==> src/design/pcl_ram.sv <==
// ----------------------------------------------------------------------------
// pcl_ram
// Simple dual-port synchronous RAM, one write and one registered read port.
// ----------------------------------------------------------------------------
module pcl_ram #(
  parameter int WIDTH = 32,
  parameter int DEPTH = 16
) (
  input  logic                     clk,
  input  logic                     wr_en,
  input  logic [$clog2(DEPTH)-1:0] wr_addr,
  input  logic [WIDTH-1:0]         wr_data,
  input  logic [$clog2(DEPTH)-1:0] rd_addr,
  output logic [WIDTH-1:0]         rd_data
);

  logic [WIDTH-1:0] mem [DEPTH];

  always_ff @(posedge clk) begin
    if (wr_en) begin
      mem[wr_addr] <= wr_data;
    end
    rd_data <= mem[rd_addr];
  end

endmodule

==> config.mk <==
export PLATFORM = sky130hd
export DESIGN_NAME = pcl_ram
export DESIGN_NICKNAME = d
export VERILOG_FILES = /design/src/design/pcl_ram.sv
export SDC_FILE = /design/constraint.sdc
export NUM_CORES = 1
export LEC_CHECK = 0
export BUFFER_PORTS_ARGS = -buffer_cell sky130_fd_sc_hd__buf_2
export CORE_MARGIN = 1.5
export CORE_UTILIZATION = 45
export CTS_CLUSTER_DIAMETER = 60
export DETAILED_ROUTE_END_ITERATION = 6
export HOLD_SLACK_MARGIN = 0.12
export PLACE_DENSITY = 0.6
export SLEW_MARGIN = 20
export SYNTH_ARGS = -nofsm -noshare
export SYNTH_HDL_FRONTEND = slang
export SYNTH_SLANG_ARGS = --single-unit
==> constraint.sdc <==
create_clock -name clk -period 4.8 [get_ports clk]
set_input_delay 0.72 -clock clk [delete_from_list [all_inputs] [get_ports clk]]
set_output_delay 0.72 -clock clk [all_outputs]
set_load 0.02 [all_outputs]
==> flow_metrics.py, run 1 <==
metrics = {
    "global_routing": {
        "met3_usage": 0.0322,
        "grt_max_degree": 68,
        "met1_usage": 0.255,
        "grtUsageTotal": 0.187,
        "antenna_found_initial": 2,
        "grt_util_met2": 0.312,
        "top_usage_layer": "met2",
        "grt_pass1_vias": 9436,
        "grt_first_pass_wirelength_mm": 60.7,
        "grt_overflow_total": 0,
    },
    "die": {
        "die_area_um2": 45400,
        "die_h_um": 213,
        "io_pins": 74,
        "placement_rows": 76,
        "start_util": 0.459,
        "die_x_um": 213,
        "fp.coreArea_um2": 43300,
    },
    "detailed_routing": {
        "viasPerCell": 5.55,
        "first_pass_iters": 4,
        "wirelength_mm": 40.5,
        "drc": 0,
        "drt_iter0_drc": 725,
        "final_antenna_net_count": 0,
        "num_vias": 8781,
        "post_drt_wl_per_cell_um": 25.6,
    },
    "pwr": {
        "power_mw": 9.91,
        "p_per_area_nw_per_um2": 434,
        "p_leak_nw": 7.33,
        "peakVddDrop_uv": 225,
    },
    "layout": {
        "layout-drive-gt1-share": 0.326,
        "final_common_cell": "edfxtp_1",
        "final_cell_mix": "edfxtp_1 (512), mux4_2 (128), buf_2 (71), a22oi_1 (64), clkbuf_16 (57)",
        "syn_to_final_growth_pct": 15.0,
        "fin_nets": 992,
        "fillCellCount": 3335,
    },
    "sta": {
        "slew-limit-headroom": 0.286,
        "worstMarginPinSlew_ns": 1.07,
        "period_share": 0.474,
        "fin_worst_skew_ns": 0.0125,
        "fmax_mhz": 440,
        "tns_ns": 0,
        "fin_crit_ns": 2.27,
        "setup_viol": 0,
        "hold_viol": 0,
        "rsz0062_at_grt": "false",
        "slew_violations": 0,
    },
    "yosys": {
        "synth-seq-cells": 544,
        "syn_inst": 838,
        "synth.avg_cell_area_um2": 23.7,
        "yosys_warnings": 0,
        "synth_fp_nets": 880,
        "ys_types": 18,
        "ys_seq_area_frac": 0.807,
        "netlist_area_um2": 19900,
    },
    "clocking": {
        "clockBufferDepth": 3,
        "cts_tree": "done",
        "cts_inserted_buffers": 54,
        "clk_pin_slew_ns": 0.06,
        "cts.htree.levels": 2,
        "cts_root_buf": "clkbuf_16",
        "cts_hold_buf": 0,
        "cts_setup_buffers": 0,
        "cts.sinks": 544,
        "cts_resized": 0,
        "insertion_delay_ns": 0.59,
    },
    "critical_path": {
        "cp_top_family": "buffers and inverters",
        "cp-end-kind": "flip-flop",
        "crit_slowest_cell": "clkbuf_8",
        "r2r_setup_slack_ns": 3.45,
        "worstSetupStartpointType": "input pin",
        "crit_type": "in2reg",
        "slowest_delay_ns": 0.66,
        "crit_arrival_ns": 2.75,
        "crit_path_cell_trace": "clkbuf_8 -> buf_4 -> mux4_2 -> a22oi_1 -> nand2_1",
        "cp.required_ns": 5.27,
        "crit_buf_inv": 2,
        "cp_max_fo": 67,
    },
    "run": {
        "cap_viol_max_count": 0,
    },
    "worst_hold_path": {
        "hp-class": "in2reg",
    },
    "placed_design": {
        "hpwl_mm": 20.9,
        "port_buffers": 73,
        "place_congestion": 0.681,
    },
    "status": {
        "status": "finished, final reports clean",
    },
}
through the flow:
| stage | hold slack [ns] | area [µm²] | setup slack, ns | instances | utilization |
|---|---|---|---|---|---|
| 2_1_floorplan | 0.635 | 19900 | 0.900 | 838 | - |
| 3_3_place_gp | 0.644 | 21100 | 1.87 | 1479 | 0.488 |
| 3_5_place_dp | 0.654 | 21100 | 1.84 | 1479 | 0.488 |
| 4_1_cts | 0.475 | 22800 | 2.47 | 1581 | 0.528 |
| 5_1_grt | 0.497 | 22800 | 2.30 | 1581 | 0.528 |
| 6_report | 0.504 | 22800 | 2.53 | 1582 | 0.528 |
cells by family after synthesis:
kind of cell / Yosys count / synth area share
flops: 544 / 0.807
mux: 128 / 0.145
compound gates: 64 / 0.0242
simple gates: 59 / 0.0127
buf+inv: 43 / 0.0112
worst reg2reg max path: stages (launching register included):
cell      delay, ns
edfxtp_1       0.36
mux4_2         0.47
a22oi_1        0.24
nand2_1        0.14
worst paths after layout:
check / from / end / cells after the start
setup / recovery: rd_addr[0] / rd_data[22] / 5
hold / removal: wr_data[26] / mem[11][26] / 1
setup reg to reg: mem[11][1] / rd_data[1] / 3
hold reg to reg: mem[14][23] / rd_data[23] / 3
layout make-up:
| cell class | instances | area, µm² | area share |
|---|---|---|---|
| sequential | 544 | 16000 | 0.701 |
| multi-input combinational | 251 | 3750 | 0.164 |
| clock buffer | 76 | 1580 | 0.0691 |
| tap | 585 | 732 | 0.0320 |
| timing repair buffer | 99 | 597 | 0.0261 |
| clock inverter | 26 | 165 | 0.00723 |
| antenna | 1 | 2.50 | 0.000110 |
flip-flops by register name, indices dropped and copies added, names as in the netlist:
register	count
mem	512
rd_data	32
report_power, final:
part           internal [mW]  switching [mW]
Sequential              5.31          0.0316
Combinational          0.189           0.294
Clock                   2.38            1.70
Total                   7.88            2.02
synth_stat cells:
library cell | n | area, µm²
or3b_2 | 1 | 8.76
nor3_1 | 4 | 20.0
nand3_1 | 1 | 5.00
buf_1 | 9 | 33.8
nor2b_1 | 2 | 12.5
buf_2 | 4 | 20.0
buf_6 | 2 | 22.5
buf_4 | 11 | 82.6
nand2b_1 | 2 | 12.5
mux4_2 | 128 | 2880
nor2_1 | 13 | 48.8
nand3b_1 | 2 | 15.0
edfxtp_1 | 512 | 15400
a22oi_1 | 64 | 480
nand2_1 | 33 | 124
dfxtp_1 | 32 | 641
and2_1 | 1 | 6.26
clkbuf_1 | 17 | 63.8
routing by layer:
| layer | share of wire | wire [µm] |
|---|---|---|
| met1 | 0.43 | 17500 |
| met2 | 0.51 | 20500 |
| met3 | 0.042 | 1710 |
| met4 | 0.019 | 758 |
| met5 | 0.00022 | 9 |
Power figures use the tool's default switching activity.
==> inputs of run 2 (changes only) <==
--- a/config.mk
+++ b/config.mk
@@ -5,6 +5,7 @@
 export SDC_FILE = /design/constraint.sdc
 export NUM_CORES = 1
 export LEC_CHECK = 0
+export ABC_AREA = 1
 export BUFFER_PORTS_ARGS = -buffer_cell sky130_fd_sc_hd__buf_2
 export CORE_MARGIN = 1.5
 export CORE_UTILIZATION = 45
==> constraint.sdc (replaced) <==
create_clock -name clk -period 2.2 [get_ports clk]
set_input_delay 0.33 -clock clk [delete_from_list [all_inputs] [get_ports clk]]
set_output_delay 0.33 -clock clk [all_outputs]
set_load 0.02 [all_outputs]
==> run 2 against run 1 <==
  * Critical path type is now reg2out
  * Critical endpoint is now rd_data[25]
  * Clock skew shrank 0.0053 ns
  * Cell count grew 86%
  * Non-clock buffer count grew 49
  * First-iteration DRC count grew 46%
  * Critical path depth shrank 4
  * Clock power grew 110%
  * Count of clock-buffer cells in the layout grew 2
==> flow_metrics.py, run 2 <==
metrics = {
    "status": {
        "status": "finished, final reports clean",
    },
    "placed_design": {
        "hpwl_mm": 27.4,
        "port_buffers": 73,
        "place_congestion": 0.756,
        "place_inst": 2808,
    },
    "sta": {
        "slew-limit-headroom": 0.574,
        "fmax_mhz": 683,
        "fin_worst_skew_ns": 0.00711,
        "setup_viol": 0,
        "period_share": 0.666,
        "worstMarginPinSlew_ns": 0.640,
        "rsz0062_at_grt": "false",
        "slew_violations": 0,
        "hold_viol": 0,
        "fin_crit_ns": 1.46,
    },
    "layout": {
        "final_cells": 2937,
        "fillCellCount": 4311,
        "reg_top3": "mem (512), rd_data (32)",
        "antennaDiodeCount": 0,
        "syn_to_final_growth_pct": 14.1,
        "regMostFlops": "mem",
        "layout-drive-gt1-share": 0.0958,
        "final_common_cell": "nand2_1",
        "fin_nets": 2262,
        "largest_reg_flops": 512,
        "final_cell_mix": "nand2_1 (677), edfxtp_1 (512), inv_1 (386), nand3_1 (385), buf_2 (71)",
    },
    "critical_path": {
        "crit_type": "reg2out",
        "cp_top_family": "flip-flops",
        "cp-end-kind": "output port",
        "crit_slowest_cell": "dfxtp_1",
        "crit_buf_inv": 1,
        "cp_max_fo": 1,
        "crit_path_cell_trace": "buf_2",
        "cp.required_ns": 1.87,
        "crit_arrival_ns": 1.13,
        "slowest_delay_ns": 0.37,
        "worstSetupStartpointType": "flip-flop",
    },
    "clocking": {
        "cts_resized": 0,
        "clk_pin_slew_ns": 0.06,
        "cts_inserted_buffers": 55,
        "clockBufferDepth": 3,
        "insertion_delay_ns": 0.59,
        "cts.htree.levels": 2,
        "cts.sinks": 544,
        "cts_setup_buffers": 0,
        "cts_root_buf": "clkbuf_16",
        "cts_tree": "done",
        "cts_hold_buf": 27,
    },
    "pwr": {
        "power.internal_mw": 16.9,
        "clkPwrFrac": 0.397,
        "p_seq_frac": 0.536,
        "power_mw": 21.7,
        "peakVddDrop_uv": 664,
        "p_sw_mw": 4.86,
        "swShare": 0.224,
        "p_per_area_nw_per_um2": 838,
        "power_frac_comb": 0.067,
        "p_leak_nw": 11.0,
    },
    "global_routing": {
        "grtUsageTotal": 0.204,
        "grt_pass1_vias": 14100,
        "grt_overflow_total": 0,
        "antenna_found_initial": 0,
        "grt_first_pass_wirelength_mm": 81.3,
        "grt_max_degree": 109,
    },
    "die": {
        "die_h_um": 228,
        "die_area_um2": 51900,
        "die_x_um": 228,
        "placement_rows": 82,
        "start_util": 0.455,
        "fp.coreArea_um2": 50000,
        "io_pins": 74,
    },
    "run": {
        "cap_viol_max_count": 0,
    },
    "detailed_routing": {
        "num_vias": 14700,
        "drt_iter0_drc": 1055,
        "viasPerCell": 5.00,
        "first_pass_iters": 5,
        "wirelength_mm": 52.6,
        "final_antenna_net_count": 0,
        "drc": 0,
        "post_drt_wl_per_cell_um": 17.9,
    },
    "yosys": {
        "yosys_most_used_dff": "edfxtp_1",
        "synth_fp_nets": 2162,
        "ys_types": 15,
        "yosys_warnings": 0,
        "yosysMostFrequentCell": "nand2_1",
        "netlist_area_um2": 22700,
        "synthArstFlopShare": 0,
        "ys_top_cells_by_count": "nand2_1 (677), edfxtp_1 (512), inv_1 (388)",
        "synth-seq-cells": 544,
        "synth_top_area_cell": "edfxtp_1",
        "netlist.area_leader.share": 0.676,
        "synth.avg_cell_area_um2": 10.7,
        "synth.area.top_cells": "edfxtp_1 (68%), nand2_1 (11%), nand3_1 (8.5%)",
        "syn_inst": 2120,
        "ys_seq_area_frac": 0.705,
        "synth_edf_count": 512,
    },
    "worst_hold_path": {
        "hp-class": "in2reg",
    },
}
[run 2: path summary, 6_finish.rpt]
kind | to | slack, ns | startpoint | depth (start not counted)
max | rd_data[25] | 0.74 | rd_data[25] | 1
min | mem[1][26] | 0.14 | wr_data[26] | 1
max reg2reg | rd_data[11] | 1.18 | mem[5][11] | 6
min reg2reg | rd_data[18] | 0.65 | mem[11][18] | 6
[run 2: final cells by class]
| cell class | instances | area, µm² | area share |
|---|---|---|---|
| clock buffers | 78 | 1550 | 0.0596 |
| clock inverters | 24 | 118 | 0.00453 |
| inverters | 390 | 1470 | 0.0568 |
| multi-input cells | 1081 | 4670 | 0.180 |
| flip-flops and latches | 544 | 16000 | 0.617 |
| well taps | 672 | 841 | 0.0324 |
| repair buffers | 148 | 1280 | 0.0494 |
[run 2: worst reg2reg max path, stage by stage, from the launching register on]
cell and delay (ns):
edfxtp_1 0.37, inv_1 0.06, nand2_1 0.04, nand3_1 0.09, nand3_1 0.12, nand3_1 0.12, nand2_1 0.09
[run 2: kinds of logic (layout without fill, tap and decap cells)]
family                 after synthesis  in the layout  share of synthesized area
DFF                                544            544                      0.705
buffers and inverters              495            640                     0.0954
and+or+nand+nor                   1081           1081                      0.200
[run 2: metrics by stage]
step / setup WS, ns / hold slack (ns) / instance area, µm² / TNS (ns) / utilization
floorplan: -0.123 / 0.429 / 22700 / -39.15 / -
global placement: 0.439 / 0.625 / 24000 / 0 / 0.481
detailed placement: 0.425 / 0.640 / 24000 / 0 / 0.481
CTS: 0.690 / 0.120 / 25900 / 0 / 0.519
global route: 0.695 / 0.134 / 25900 / 0 / 0.519
finish: 0.735 / 0.142 / 25900 / 0 / 0.519
[run 2: per-layer routing]
metal	up-vias	wire length, µm	global-route usage
met3	93	3010	0.0304
met2	417	24400	0.328
met1	7145	23800	0.285
li1	7043	-	-
met4	0	1360	0.0669
met5	-	0	0
[run 2: power by group through the flow]
stage	sequential, mW	clock (mW)	combinational (mW)
detailed placement	11.9	0	1.43
floorplan	11.9	0	0.792
global route	11.7	9.22	1.61
finish	11.7	8.64	1.46
CTS	11.7	8.81	1.47
global placement	11.9	0	1.41
==> inputs of run 3 (changes only) <==
--- a/config.mk
+++ b/config.mk
@@ -12,7 +12,7 @@
 export CTS_CLUSTER_DIAMETER = 60
 export DETAILED_ROUTE_END_ITERATION = 6
 export HOLD_SLACK_MARGIN = 0.12
-export PLACE_DENSITY = 0.6
+export PLACE_DENSITY = 0.62
 export SLEW_MARGIN = 20
 export SYNTH_ARGS = -nofsm -noshare
 export SYNTH_HDL_FRONTEND = slang
==> constraint.sdc (replaced) <==
create_clock -name clk -period 1.3 [get_ports clk]
set_input_delay 0.195 -clock clk [delete_from_list [all_inputs] [get_ports clk]]
set_output_delay 0.195 -clock clk [all_outputs]
set_load 0.02 [all_outputs]
==> run 3 against run 2 <==
  * Design area is 5.4% higher
  * Register-to-register slack worse by 0.94 ns
  * Worst hold slack better by 0.078 ns
  * Sequential power is 68% higher
  * Highest routed layer unchanged
==> flow_metrics.py, run 3 (synthesized netlist as in run 2, its figures left out) <==
metrics = {
    "sta": {
        "period_share": 0.976,
        "fin_worst_skew_ns": 0.0220,
        "hold_viol": 0,
        "slew-limit-headroom": 0.740,
        "setup_ws_ns": 0.0313,
        "fmax_mhz": 788,
        "slew_violations": 0,
        "rsz0062_at_grt": "false",
        "worstMarginPinSlew_ns": 0.390,
        "fin_crit_ns": 1.27,
        "fin_hold_ws_ns": 0.220,
        "tns_ns": 0,
        "setup_viol": 0,
    },
    "worst_hold_path": {
        "hp-start": "rd_addr[1]",
        "hp-class": "in2reg",
    },
    "die": {
        "die_area_um2": 51900,
        "io_pins": 74,
        "start_util": 0.455,
        "fp.coreArea_um2": 50000,
        "die_h_um": 228,
        "die_x_um": 228,
        "placement_rows": 82,
    },
    "layout": {
        "largest_reg_flops": 512,
        "regMostFlops": "mem",
        "final_cell_mix": "nand2_1 (672), edfxtp_1 (512), inv_1 (384), nand3_1 (384), buf_12 (63)",
        "syn_to_final_growth_pct": 20.3,
        "antennaDiodeCount": 0,
        "fin_nets": 2328,
        "finalCoreUtilization": 0.547,
        "final_common_cell": "nand2_1",
        "reg_top3": "mem (512), rd_data (32)",
        "layout-drive-gt1-share": 0.131,
    },
    "clocking": {
        "cts.sinks": 544,
        "cts.htree.levels": 2,
        "cts_root_buf": "clkbuf_16",
        "clockBufferDepth": 3,
        "cts_tree": "done",
        "clk_pin_slew_ns": 0.06,
        "cts_setup_buffers": 0,
        "insertion_delay_ns": 0.60,
        "cts_inserted_buffers": 56,
    },
    "critical_path": {
        "slowest_delay_ns": 0.36,
        "cp_top_family": "flip-flops",
        "cp.depth": 1,
        "cp_max_fo": 1,
        "r2r-end": "rd_data[23]",
        "critical_path.reg2reg.startpoint": "mem[4][23]",
        "crit_buf_inv": 1,
        "r2r_setup_slack_ns": 0.24,
        "crit_arrival_ns": 1.07,
        "rr_worst_depth": 6,
        "cp.required_ns": 1.11,
        "cp-endpoint": "rd_data[11]",
        "worstSetupStartpointType": "flip-flop",
        "crit_path_cell_trace": "buf_6",
        "crit_slowest_cell": "dfxtp_2",
        "crit_type": "reg2out",
        "crit_start": "rd_data[11]",
        "cp-end-kind": "output port",
    },
    "global_routing": {
        "grt_first_pass_wirelength_mm": 83.8,
        "grt_overflow_total": 0,
        "grtUsageTotal": 0.209,
        "antenna_found_initial": 0,
        "grt_pass1_vias": 14500,
        "grt_max_degree": 46,
    },
    "run": {
        "cap_viol_max_count": 0,
    },
    "status": {
        "status": "finished, final reports clean",
    },
    "placed_design": {
        "hpwl_mm": 33.2,
        "place_congestion": 0.835,
        "pre_cts_slack_ns": -0.142,
        "port_buffers": 73,
    },
    "pwr": {
        "power_mw": 38.9,
        "p_per_area_nw_per_um2": 1420,
        "p_leak_nw": 11.6,
        "peakVddDrop_uv": 1220,
    },
    "detailed_routing": {
        "final_antenna_net_count": 0,
        "first_pass_iters": 5,
        "num_vias": 14700,
        "wirelength_mm": 53.5,
        "drt_iter0_drc": 1188,
        "drc": 0,
        "post_drt_wl_per_cell_um": 17.8,
        "viasPerCell": 4.89,
    },
}
run 3: changes by cell type in the layout (fill, tap and decap cells not counted), sizes merged:
cell,before,now
dlygate4sd3,27,34
bufinv,0,6
buf,120,178
clkinv,22,18
run 3: layer usage:
metal / vias up / part of all wire / GRT usage
li1: 7189 / - / -
met1: 7038 / 0.43 / 0.274
met2: 364 / 0.50 / 0.361
met3: 85 / 0.045 / 0.0278
met4: 0 / 0.024 / 0.0623
met5: - / 0 / 0
run 3: worst min-delay path by stage:
stage / endpoint / depth (start not counted)
2_1_floorplan: mem[0][0] / 0
3_3_place_gp: mem[2][20] / 1
3_5_place_dp: mem[2][20] / 1
4_1_cts: rd_data[1] / 6
5_1_grt: rd_data[31] / 6
6_report: rd_data[1] / 6
run 3: where the power goes:
part	switching (mW)	internal (mW)	leakage, nW
combinational	1.83	1.03	5.80
sequential	0.122	19.6	4.90
clock	6.50	9.78	0.937
total	8.45	30.4	11.6
run 3: cell type report:
| cell class | instances | area, µm² |
|---|---|---|
| Sequential cell | 544 | 16000 |
| Inverter | 390 | 1480 |
| Tap cell | 672 | 841 |
| Clock inverter | 26 | 285 |
| Multi-Input combinational cell | 1081 | 4720 |
| Fill cell | 4290 | 22600 |
| Clock buffer | 78 | 1610 |
| Timing Repair Buffer | 213 | 2380 |
run 3: what timing repair did:
item / in CTS / in global routing
gates resized for setup: 29 / 8
gates cloned: 0 / 0
hold endpoints to repair: 530 / 0
hold buffers: 34 / 0
pin swaps: 0 / 0
endpoints found under the setup margin: 14 / 6
run 3: through the flow:
stage,std cells,cell area (µm²)
4_1_cts,3004,27300
3_3_place_gp,2866,25000
2_1_floorplan,2120,22900
6_report,3004,27300
5_1_grt,3004,27300
3_5_place_dp,2866,25000
